## config.mk

```make
export PLATFORM = sky130hd
export DESIGN_NAME = one_shot_timer_table
export DESIGN_NICKNAME = d
export VERILOG_FILES = /design/src/hw/rtl/ost_pkg.sv /design/src/hw/rtl/one_shot_timer_table.sv /design/src/hw/rtl/ost_ram.sv /design/src/hw/rtl/ost_ctrl.sv
export SDC_FILE = /design/constraint.sdc
export NUM_CORES = 1
export LEC_CHECK = 0
export BUFFER_PORTS_ARGS = -buffer_cell sky130_fd_sc_hd__clkbuf_2
export CORE_AREA = 2 2 214 237
export CTS_CLUSTER_SIZE = 24
export DETAILED_ROUTE_END_ITERATION = 8
export DIE_AREA = 0 0 216 239
export PLACE_DENSITY = 0.76
export SLEW_MARGIN = 20
export SYNTH_ARGS = -nofsm -noshare
export SYNTH_HDL_FRONTEND = slang
export SYNTH_SLANG_ARGS = --single-unit
```

## constraint.sdc

```tcl
create_clock -name clk -period 11.65 [get_ports clk]
set_input_delay 0 -clock clk [delete_from_list [all_inputs] [get_ports clk]]
set_output_delay 0 -clock clk [all_outputs]
set_load 0.01 [all_outputs]
```

## src/hw/rtl/ost_pkg.sv

```systemverilog
// ============================================================================
// ost_pkg - shared types and constants for the one-shot timer table
// Request and result payloads, function and result codes, memory port bundle.
// ============================================================================
package ost_pkg;

    localparam int SLOT_W      = 4;
    localparam int QUEUE_DEPTH = 2 ** SLOT_W;
    localparam int PTR_W       = SLOT_W;
    localparam int CNT_W       = $clog2(QUEUE_DEPTH + 1);
    localparam int TICK_W      = 32;
    localparam int FUNC_W      = 3;
    localparam int KIND_W      = 2;

    // function codes of a request
    localparam logic [FUNC_W-1:0] FUNC_REGISTER   = 3'd0;
    localparam logic [FUNC_W-1:0] FUNC_UNREGISTER = 3'd1;
    localparam logic [FUNC_W-1:0] FUNC_START      = 3'd2;
    localparam logic [FUNC_W-1:0] FUNC_STOP       = 3'd3;
    localparam logic [FUNC_W-1:0] FUNC_SET_ENABLE = 3'd4;
    localparam logic [FUNC_W-1:0] FUNC_TICK       = 3'd5;

    // result kinds
    localparam logic [KIND_W-1:0] KIND_ACK     = 2'd0;
    localparam logic [KIND_W-1:0] KIND_FIRE    = 2'd1;
    localparam logic [KIND_W-1:0] KIND_REFUSED = 2'd2;

    typedef struct packed {
        logic [FUNC_W-1:0] func;
        logic [SLOT_W-1:0] slot;
        logic [TICK_W-1:0] value;
        logic              enable;
    } ost_req_t;

    typedef struct packed {
        logic [KIND_W-1:0] kind;
        logic [SLOT_W-1:0] slot_out;
        logic              last;
    } ost_rsp_t;

    // controller to slot memories: one shared write address, one read address
    typedef struct packed {
        logic              dl_we;
        logic              en_we;
        logic [PTR_W-1:0]  waddr;
        logic [TICK_W-1:0] dl_wdata;
        logic              en_wdata;
        logic              re;
        logic [PTR_W-1:0]  raddr;
    } ost_mem_req_t;

endpackage

```

## src/hw/rtl/one_shot_timer_table.sv

```systemverilog
// ============================================================================
// one_shot_timer_table - ring of one-shot timer slots
// Register, unregister, start, stop, enable and tick requests over a ring of
// timer slots whose deadlines and enable flags live in two slot memories.
// ============================================================================
// Issue a request by raising start with the payload on req; it is taken at the
// clock edge where start is high and busy is low. Every result shows on rsp
// for exactly one cycle with rsp_valid high, and rsp.last marks the final
// result of a request. The receiver cannot stall: capture each result in the
// cycle it appears. Register, unregister, start, stop, set enable and unknown
// codes answer in the cycle after acceptance; busy stays low, so such
// requests may be issued back to back. A tick stores the new tick value and
// scans the occupied slots from head to tail, one slot memory read a cycle,
// with compare and write-back of a cleared deadline in the cycle after the
// read. It holds busy through its scan, drain and done states (not at all on
// an empty ring), gives a fire result for each expired, enabled, armed slot,
// and ends with a done result. A register on a full ring or an unregister on
// an empty ring is refused. Slot numbers are ring positions; start, stop and
// set enable write the named slot whether or not it is currently occupied.
// ============================================================================
module one_shot_timer_table
    import ost_pkg::*;
(
    input  logic     clk,
    input  logic     rst_n,
    input  logic     start,
    input  ost_req_t req,
    output logic     busy,
    output logic     rsp_valid,
    output ost_rsp_t rsp
);

    ost_mem_req_t      mem_req;
    logic [TICK_W-1:0] dl_rdata;
    logic              en_rdata;

    // sequence requests, own the ring pointers and the current tick
    ost_ctrl u_ctrl (
        .clk       (clk),
        .rst_n     (rst_n),
        .start     (start),
        .req       (req),
        .busy      (busy),
        .mem_req   (mem_req),
        .dl_rdata  (dl_rdata),
        .en_rdata  (en_rdata),
        .rsp_valid (rsp_valid),
        .rsp       (rsp)
    );

    // hold the deadline of each slot; zero means stopped
    ost_ram #(
        .WIDTH (TICK_W),
        .DEPTH (QUEUE_DEPTH)
    ) u_deadline_ram (
        .clk   (clk),
        .rst_n (rst_n),
        .we    (mem_req.dl_we),
        .waddr (mem_req.waddr),
        .wdata (mem_req.dl_wdata),
        .re    (mem_req.re),
        .raddr (mem_req.raddr),
        .rdata (dl_rdata)
    );

    // hold the enable flag of each slot
    ost_ram #(
        .WIDTH (1),
        .DEPTH (QUEUE_DEPTH)
    ) u_enable_ram (
        .clk   (clk),
        .rst_n (rst_n),
        .we    (mem_req.en_we),
        .waddr (mem_req.waddr),
        .wdata (mem_req.en_wdata),
        .re    (mem_req.re),
        .raddr (mem_req.raddr),
        .rdata (en_rdata)
    );

    // every non-tick request answers with its final result in the next cycle
    a_cmd_answers: assert property (@(posedge clk) disable iff (!rst_n)
        start && !busy && (req.func != FUNC_TICK) |=> rsp_valid && rsp.last)
        else $error("command result missing in the cycle after acceptance");

    // fire results only come out of a running scan
    a_fire_in_scan: assert property (@(posedge clk) disable iff (!rst_n)
        rsp_valid && (rsp.kind == KIND_FIRE) |-> busy && !rsp.last)
        else $error("fire result outside a tick scan");

    // the final result of any request leaves the block ready for the next
    a_last_idle: assert property (@(posedge clk) disable iff (!rst_n)
        rsp_valid && rsp.last |-> !busy)
        else $error("final result while still busy");

endmodule

```

## src/hw/rtl/ost_ram.sv

```systemverilog
// ============================================================================
// ost_ram - slot memory with registered read and per-entry valid bits
// One write and one read port; an entry never written since reset reads zero.
// ============================================================================
module ost_ram #(
    parameter int WIDTH = 32,
    parameter int DEPTH = 16
) (
    input  logic                     clk,
    input  logic                     rst_n,
    input  logic                     we,
    input  logic [$clog2(DEPTH)-1:0] waddr,
    input  logic [WIDTH-1:0]         wdata,
    input  logic                     re,
    input  logic [$clog2(DEPTH)-1:0] raddr,
    output logic [WIDTH-1:0]         rdata
);

    logic [WIDTH-1:0] mem [DEPTH];
    logic [DEPTH-1:0] valid_reg;
    logic [WIDTH-1:0] rdata_reg;

    always_ff @(posedge clk)
    begin
        if (we)
        begin
            mem[waddr] <= wdata;
        end
        if (re)
        begin
            rdata_reg <= valid_reg[raddr] ? mem[raddr] : '0;
        end
    end

    // valid bits stand in for the zero reset of the array
    always_ff @(posedge clk or negedge rst_n)
    begin
        if (!rst_n)
        begin
            valid_reg <= '0;
        end
        else if (we)
        begin
            valid_reg[waddr] <= 1'b1;
        end
    end

    assign rdata = rdata_reg;

endmodule

```

## src/hw/rtl/ost_ctrl.sv

```systemverilog
// ============================================================================
// ost_ctrl - command decode, ring pointers and tick scan sequencer
// Runs the non-tick commands and the read/compare/write-back pass of a tick.
// ============================================================================
module ost_ctrl
    import ost_pkg::*;
(
    input  logic                clk,
    input  logic                rst_n,
    input  logic                start,
    input  ost_req_t            req,
    output logic                busy,
    output ost_mem_req_t        mem_req,
    input  logic [TICK_W-1:0]   dl_rdata,
    input  logic                en_rdata,
    output logic                rsp_valid,
    output ost_rsp_t            rsp
);

    typedef enum logic [3:0] {
        ST_IDLE  = 4'b0001,
        ST_SCAN  = 4'b0010,
        ST_DRAIN = 4'b0100,
        ST_DONE  = 4'b1000
    } state_t;

    state_t            state_reg, state_next;
    logic [PTR_W-1:0]  head_reg, head_next;
    logic [PTR_W-1:0]  tail_reg, tail_next;
    logic [CNT_W-1:0]  occ_reg, occ_next;
    logic [TICK_W-1:0] tick_reg, tick_next;
    logic [PTR_W-1:0]  pos_reg, pos_next;
    logic [CNT_W-1:0]  cnt_reg, cnt_next;
    logic              pipe_valid_reg, pipe_valid_next;
    logic [PTR_W-1:0]  pipe_pos_reg, pipe_pos_next;
    logic              rsp_valid_reg, rsp_valid_next;
    ost_rsp_t          rsp_reg, rsp_next;
    logic              accept;
    logic              fire;

    assign accept = start && (state_reg == ST_IDLE);
    assign fire   = pipe_valid_reg && en_rdata && (dl_rdata != '0) && (tick_reg > dl_rdata);

    always_comb
    begin
        state_next      = state_reg;
        head_next       = head_reg;
        tail_next       = tail_reg;
        occ_next        = occ_reg;
        tick_next       = tick_reg;
        pos_next        = pos_reg;
        cnt_next        = cnt_reg;
        pipe_valid_next = 1'b0;
        pipe_pos_next   = pipe_pos_reg;
        rsp_valid_next  = 1'b0;
        rsp_next        = '{kind: KIND_ACK, slot_out: '0, last: 1'b1};
        mem_req         = '0;

        unique case (state_reg)
            ST_IDLE:
            begin
                if (accept)
                begin
                    rsp_valid_next = 1'b1;
                    unique case (req.func)
                        FUNC_REGISTER:
                        begin
                            if (occ_reg == CNT_W'(QUEUE_DEPTH))
                            begin
                                rsp_next.kind = KIND_REFUSED;
                            end
                            else
                            begin
                                mem_req.dl_we    = 1'b1;
                                mem_req.en_we    = 1'b1;
                                mem_req.waddr    = tail_reg;
                                mem_req.en_wdata = req.enable;
                                rsp_next.slot_out = tail_reg;
                                tail_next        = tail_reg + 1'b1;
                                occ_next         = occ_reg + 1'b1;
                            end
                        end
                        FUNC_UNREGISTER:
                        begin
                            if (occ_reg == '0)
                            begin
                                rsp_next.kind = KIND_REFUSED;
                            end
                            else
                            begin
                                rsp_next.slot_out = head_reg;
                                head_next         = head_reg + 1'b1;
                                occ_next          = occ_reg - 1'b1;
                            end
                        end
                        FUNC_START:
                        begin
                            mem_req.dl_we     = 1'b1;
                            mem_req.waddr     = req.slot;
                            mem_req.dl_wdata  = tick_reg + req.value;
                            rsp_next.slot_out = req.slot;
                        end
                        FUNC_STOP:
                        begin
                            mem_req.dl_we     = 1'b1;
                            mem_req.waddr     = req.slot;
                            rsp_next.slot_out = req.slot;
                        end
                        FUNC_SET_ENABLE:
                        begin
                            mem_req.en_we     = 1'b1;
                            mem_req.waddr     = req.slot;
                            mem_req.en_wdata  = req.enable;
                            rsp_next.slot_out = req.slot;
                        end
                        FUNC_TICK:
                        begin
                            tick_next = req.value;
                            pos_next  = head_reg;
                            cnt_next  = occ_reg;
                            // empty ring: answer done at once
                            if (occ_reg != '0)
                            begin
                                rsp_valid_next = 1'b0;
                                state_next     = ST_SCAN;
                            end
                        end
                        default:
                        begin
                            // unknown codes: plain ack, no state change
                        end
                    endcase
                end
            end
            ST_SCAN:
            begin
                // issue one slot read per cycle, head to tail
                mem_req.re      = 1'b1;
                mem_req.raddr   = pos_reg;
                pipe_valid_next = 1'b1;
                pipe_pos_next   = pos_reg;
                pos_next        = pos_reg + 1'b1;
                cnt_next        = cnt_reg - 1'b1;
                if (cnt_reg == CNT_W'(1))
                begin
                    state_next = ST_DRAIN;
                end
            end
            ST_DRAIN:
            begin
                state_next = ST_DONE;
            end
            ST_DONE:
            begin
                rsp_valid_next = 1'b1;
                state_next     = ST_IDLE;
            end
            default:
            begin
                state_next = ST_IDLE;
            end
        endcase

        // evaluate the slot read last cycle: disarm and report an expired timer
        if (fire)
        begin
            mem_req.dl_we    = 1'b1;
            mem_req.waddr    = pipe_pos_reg;
            mem_req.dl_wdata = '0;
            rsp_valid_next   = 1'b1;
            rsp_next         = '{kind: KIND_FIRE, slot_out: pipe_pos_reg, last: 1'b0};
        end
    end

    always_ff @(posedge clk or negedge rst_n)
    begin
        if (!rst_n)
        begin
            state_reg      <= ST_IDLE;
            head_reg       <= '0;
            tail_reg       <= '0;
            occ_reg        <= '0;
            tick_reg       <= '0;
            cnt_reg        <= '0;
            pipe_valid_reg <= 1'b0;
            rsp_valid_reg  <= 1'b0;
        end
        else
        begin
            state_reg      <= state_next;
            head_reg       <= head_next;
            tail_reg       <= tail_next;
            occ_reg        <= occ_next;
            tick_reg       <= tick_next;
            cnt_reg        <= cnt_next;
            pipe_valid_reg <= pipe_valid_next;
            rsp_valid_reg  <= rsp_valid_next;
        end
    end

    always_ff @(posedge clk)
    begin
        pos_reg      <= pos_next;
        pipe_pos_reg <= pipe_pos_next;
        rsp_reg      <= rsp_next;
    end

    assign busy      = (state_reg != ST_IDLE);
    assign rsp_valid = rsp_valid_reg;
    assign rsp       = rsp_reg;

endmodule

```

* Yosys cells after proc, flatten, opt, wreduce, memory -nomap -nowiden
Memory sizes are Yosys's and may differ from the RTL's. A register that Yosys moved wholly into a read port is not among the register bits. Cells that the tools add are included.
Word-level totals: register bits after elaboration 103, bits in writable memories 528, output and inout port bits 9, logic and storage cells 126, memories 2
Memories:
- u_deadline_ram.mem | depth 16, width 32, rd ports 1, clocked after memory_dff 1, wr ports 1, RTL line ost_ram.sv:19 | logic [WIDTH-1:0] mem [DEPTH];
- u_enable_ram.mem | depth 16, width 1, rd ports 1, clocked after memory_dff 1, wr ports 1, RTL line ost_ram.sv:19
Cells by class: $add $sub $neg 7, order comparisons 4, equality and inequality tests 18, mux-type cells 51, bitwise gates (word level) 6, reduce and logical (&&, ||, !) cells 22
Operator list (number):
- 39-bit 2-to-1 mux | 2
- 5-bit 2-to-1 mux | 8
- 36-bit 2-to-1 mux | 1
- 32-bit adder | 1
- 32-bit greater-than comparator | 1
- 32-bit 2-to-1 mux | 1
- 4-bit 2-to-1 mux | 8
- 16-bit bitwise OR | 2
- 32-bit nonzero test | 1
- 4-bit one-hot mux with 3 select lines | 2
- 5-bit one-hot mux with 2 select lines | 2
- 4-bit one-hot mux with 2 select lines | 2
- 1-bit 2-to-1 mux | 14
- 4-bit by 1-bit adder with 4-bit output (second input constant) | 3
- 4-bit AND reduction | 3
- 4-bit by 5-bit < comparator with 1-bit output (second input constant) | 2
- 5-bit by 1-bit subtractor with 5-bit output (second input constant) | 2
- 1-bit binary-select mux with 4-bit select | 2
- 2-bit inequality test (second input constant) | 4
- 1-bit one-hot mux with 2 select lines | 4
- 3-bit by 2-bit == test with 1-bit output (second input constant) | 2
- 3-bit == test (second input constant) | 2
- 6-bit 2-to-1 mux | 1
- 3-bit AND reduction | 2
- other kinds (24) | 36

* Depth between registers and ports, before layout
depth after elaboration 11, mapped depth 13, gate-level depth less buffers 11

* Hierarchy
A second synthesis with hierarchy kept.
Second synthesis, totals: cells, all modules 1685, area, all modules 28371.0 um^2
Modules (own cells, without submodules):
- ost_ram at u_deadline_ram | instances 1, cells an instance 882, area each 20898.8 um^2, sequential area each 16736.1 um^2
- ost_ctrl | instances 1, cells an instance 700, area each 6130.9 um^2, sequential area each 1783.0 um^2
- ost_ram at u_enable_ram | instances 1, cells an instance 103, area each 1341.3 um^2, sequential area each 910.9 um^2

* Worst setup path before layout
OpenSTA, ideal clock, no wires.
path type register to register, start point register u_ctrl.tick_reg[13], end point memory u_deadline_ram.mem[12][0] (enable), setup time 0.421 ns, arrival time 4.051 ns, required time 11.229 ns, path slack 7.178 ns, cell stages (with the launch flop) 13, buffers on the path 2, clock period less this slack 4.472 ns, cells stage by stage dfrtp_1 ha_1 a21o_1 a21oi_2 nor2b_1 or4_1 o211a_1 buf_6 or2_1 inv_2 buf_4 mux2_2 nor2_1
On the way: word-level cells in the longest chain between the ends 5, elaborated cells between the ends (all ways) 6, classes of those cells 1 x order compare; 4 x mux; 1 x reduce/logical
RTL lines:
- start: declaration | RTL line ost_ctrl.sv:31 | logic [TICK_W-1:0] tick_reg, tick_next;
- start signal: assignment | RTL line ost_ctrl.sv:194 | tick_reg <= tick_next;
- 32-bit greater-than comparator * | RTL line ost_ctrl.sv:42 | assign fire = pipe_valid_reg && en_rdata && (dl_rdata != '0) && (tick_reg > dl_rdata);
- 1-bit logical AND * | RTL line ost_ctrl.sv:42
- 1-bit 2-to-1 mux | RTL line ost_ctrl.sv:165 | if (fire)
- 1-bit 2-to-1 mux | RTL line ost_ram.sv:25 | if (we)
- 1-bit 2-to-1 mux (implied by the code) | RTL line ost_ram.sv:27 | mem[waddr] <= wdata;
- end: declaration | RTL line ost_ram.sv:19
Mark *: on every way between the ends. The rest lies on a longest branch, timed or not.

* Final worst setup path
start point register u_deadline_ram.rdata_reg[13] (netlist: u_deadline_ram.rdata[13]), read port of u_deadline_ram.mem, end point memory u_deadline_ram.mem[15][26] (enable)
On the way: word-level cells in the longest chain between the ends 6, elaborated cells between the ends (all ways) 8, classes of those cells 1 x order compare; 4 x mux; 3 x reduce/logical
RTL lines:
- start: declaration | RTL line ost_ram.sv:21 | logic [WIDTH-1:0] rdata_reg;
- parallel branches: the longest is 2 deep, another holds 32-bit greater-than comparator
- 1-bit logical AND * | RTL line ost_ctrl.sv:42
- 1-bit 2-to-1 mux | RTL line ost_ctrl.sv:165
- 1-bit 2-to-1 mux | RTL line ost_ram.sv:25
- 1-bit 2-to-1 mux (implied by the code) | RTL line ost_ram.sv:27
Every way passes the cells marked *.

==> run_results.csv <==
group,metric,value,unit
sta,finalSetupViolations,0,
logic_synthesis,netlist_area,29400,µm²
setup_path,slowest_delay,0.84,ns
sta,worst_slew_pin_slew,1.12,ns
status,status,"finished, final reports clean",
global_route,grt_pass1_vias,18400,
logic_synthesis,yosysSeqAreaShare,66.2,%
setup_path,crit_start,"u_deadline_ram.rdata[13]$_SDFFCE_PN0P_",
die,die_y,239,µm
route,via_per_inst,6.22,
cts,insertion_delay,0.65,ns
logic_synthesis,ys_async_sr_fraction,13.3,%
flow_run,maxCapViolations,0,
min_path,holdCritPathClass,"in -> reg",
setup_path,critPathLaunchType,"flop",
route,wl_per_cell,22.3,µm
cells_and_area,area_delta_synth_final,12.2,%
sta,hold_violations,0,
global_route,grt_max_degree,103,
global_route,grtUsageTotal,26.2,%
route,routed-via-count,18900,
power,power.density,166,nW/µm²
setup_path,worstPathCellList,"inv_1 > ha_1 > a21o_1 > a21oi_2 > nor2b_1 > or4_1 > o211a_1 > or2_1 > inv_2 > mux2_2 > nor2_4",
setup_path,worstSetupPathType,"reg -> reg",
cts,clockRootBuffer,"clkbuf_16",
sta,rsz0062_at_grt,"no",
cts,clockBufferDepth,3,
die,coreArea,49500,µm²
cts,numCtsBuffers,61,
placed_design,place.gp.congestion,0.882,
cts,htreeDepth,2,
cts,cts_num_sinks,664,
logic_synthesis,synthesis.nets,2375,
global_route,antenna_found_initial,2,
sta,finClkSkew,0.0249,ns
setup_path,crit_path_top_delay_cell,"nor2_4",
sta,min_period_over_period,39.5,%
logic_synthesis,synthCells,2259,
power,ir_drop,0.131,mV
setup_path,path_max_fanout,32,
route,ant_nets,0,
setup_path,cp-end-kind,"flop",
power,power_leakage,12.1,nW
setup_path,crit_family,"simple AND/OR/NAND/NOR gates",
logic_synthesis,synth_top_area_share,58.2,%
die,die_area,51600,µm²
placed_design,place_hpwl,42.1,mm
sta,min_period,4.60,ns
setup_path,r2r-start,"u_deadline_ram.rdata[13]$_SDFFCE_PN0P_",
global_route,grt_pass1_wl,104,mm
logic_synthesis,synth_cell_types,73,
cells_and_area,drive_gt1_share,14.3,%
logic_synthesis,synth_ff_type,"edfxtp_1",
cts,clk_pin_slew_worst_paths,0.06,ns
die,die_w,216,µm
route,wl,67.7,mm
logic_synthesis,synth_top_area_cell,"edfxtp_1",
die,rows,86,
placed_design,port_buffers,51,
setup_path,reg2reg_depth,11,
sta,tns,0,ns
setup_path,cp.arrival,4.85,ns
cells_and_area,largest_reg_flops,512,
route,drc,0,
setup_path,required,11.90,ns
min_path,hold_start,"req[34]",
cts,post_cts_resized,0,
logic_synthesis,synth_edf_count,569,
global_route,globalRouteOverflowTotal,0,
cells_and_area,nNetsFinal,2440,
sta,fmax,217,MHz
logic_synthesis,yosysWarnings,0,
die,pin_count,52,
die,start_util,59.3,%
route,drt-initial-drc-count,2462,
sta,slew_headroom,24.9,%
logic_synthesis,synth_area_leaders,"edfxtp_1, dfrtp_1, nand2_1, nand3_1, ha_1",
sta,slew_viol_final,0,
setup_path,path_buf_inv,2,
cts,cts_tree,"done",
setup_path,path_depth,11,
logic_synthesis,synth-seq-cells,664,
logic_synthesis,syn_area_per_cell,13.0,µm²
sta,worst_slack,7.05,ns
route,first_pass_iters,7,
placed_design,place_ws,7.03,ns
min_path,min_path_cells,5,
## per-layer routing
| metal | wire, µm | vias to the layer above | global-route usage [%] |
|---|---|---|---|
| met5 | 32 | - | 0 |
| met4 | 1340 | 4 | 6.70 |
| met1 | 28200 | 9397 | 37.2 |
| li1 | - | 8568 | - |
| met2 | 32700 | 825 | 43.0 |
| met3 | 5410 | 92 | 4.16 |
## where the power goes
| part | internal (mW) | switching (mW) |
|---|---|---|
| Sequential | 2.67 | 0.0732 |
| Combinational | 0.293 | 0.421 |
| Clock | 1.15 | 0.865 |
| Total | 4.11 | 1.36 |
## kinds of logic (layout without fill, tap and decap cells)
family / after synthesis / after routing / share of synthesized area (%)
and+or+nand+nor: 868 / 868 / 14.0
buffers and inverters: 197 / 312 / 2.66
other: 0 / 1 / 0
xor gates and xnor gates: 36 / 36 / 1.07
muxes: 142 / 142 / 6.56
DFF: 664 / 664 / 66.2
AOI/OAI and AO/OA: 279 / 279 / 6.37
adders and majority gates: 73 / 73 / 3.16
## timing repair
action                                 CTS  global route
endpoints found under the hold margin  100             0
hold buffers                            44             0
setup buffers                            0             0
## worst paths after layout
path	to	slack [ns]
worst max-delay path	u_deadline_ram.mem[15][26]$_DFFE_PP_	7.05
worst min-delay path	u_ctrl.rsp[2]$_DFF_P_	0.04
worst max register to register	u_deadline_ram.mem[15][26]$_DFFE_PP_	7.05
worst min register to register	u_enable_ram.valid_reg[5]$_DFFE_PN0P_	0.46
max in group asynchronous	u_ctrl.pipe_valid_reg$_DFF_PN0_	10.57
min in group asynchronous	u_ctrl.rsp_valid$_DFF_PN0_	0.43
## per-stage QoR
stage,std cells,area (µm²),util [%],hold slack [ns],total power [mW]
CTS,3028,32800,66.2,0.00895,5.47
global route,3034,32900,66.6,0.0547,5.67
global placement,2871,30300,61.2,0.0176,3.44
detailed placement,2871,30300,61.2,0.0266,3.47
finish,3035,32900,66.6,0.0402,5.47
floorplan,2259,29400,-,-0.296,3.26
## cell usage after synthesis, types with 3 or more instances
library cell,number
and3_1,44
dfrtp_1,87
nand4_1,45
a31oi_4,3
nand3_1,251
and2_1,9
nand2b_1,16
ha_1,71
edfxtp_1,569
or4_1,3
nor3_1,28
nor2b_1,10
nand2_1,355
nor4_1,15
o21bai_1,18
buf_2,8
mux2_2,72
nor2_1,63
buf_4,4
dfxtp_1,7
buf_1,21
or3_1,3
a311oi_1,6
clkbuf_1,93
mux2i_1,37
a21oi_1,57
or2_2,3
nor3b_1,7
nand3b_1,6
a211oi_1,10
o211ai_1,39
inv_1,68
xor2_1,17
a21o_1,20
o21ai_0,66
o31ai_1,21
a22oi_1,4
xnor2_1,19
a31oi_1,6
o21a_1,4
mux4_2,33
## layout make-up
cell class,count,area (µm²)
diodes,1,2.50
clock buffers,79,1590
clock inverters,34,415
fillers,3403,16600
inverters,69,262
multi-input cells,1398,9350
flip-flops and latches,664,19400
well taps,660,826
repair buffers,130,1060
## cells in the final DEF, fill, tap and decap left out, drive strengths merged, types with 17 or more instances in the layout
master	n
a21o	20
a21oi	59
and3	44
buf	37
clkbuf	129
clkinv	24
dfrtp	87
dlygate4sd3	43
edfxtp	569
ha	71
inv	70
mux2	72
mux2i	37
mux4	33
nand2	355
nand3	251
nand4	45
nor2	63
nor3	29
o211ai	39
o21ai	66
o21bai	18
o31ai	21
xnor2	19
xor2	17
## worst reg2reg max path: stages, from the launching register on
cell and delay [ns]:
edfxtp_1 0.37, inv_1 0.06, ha_1 0.30, a21o_1 0.17, a21oi_2 0.13, nor2b_1 0.05, or4_1 0.53, o211a_1 0.39
or2_1 0.48, inv_2 0.33, mux2_2 0.53, nor2_4 0.84
Power figures use the tool's default switching activity.
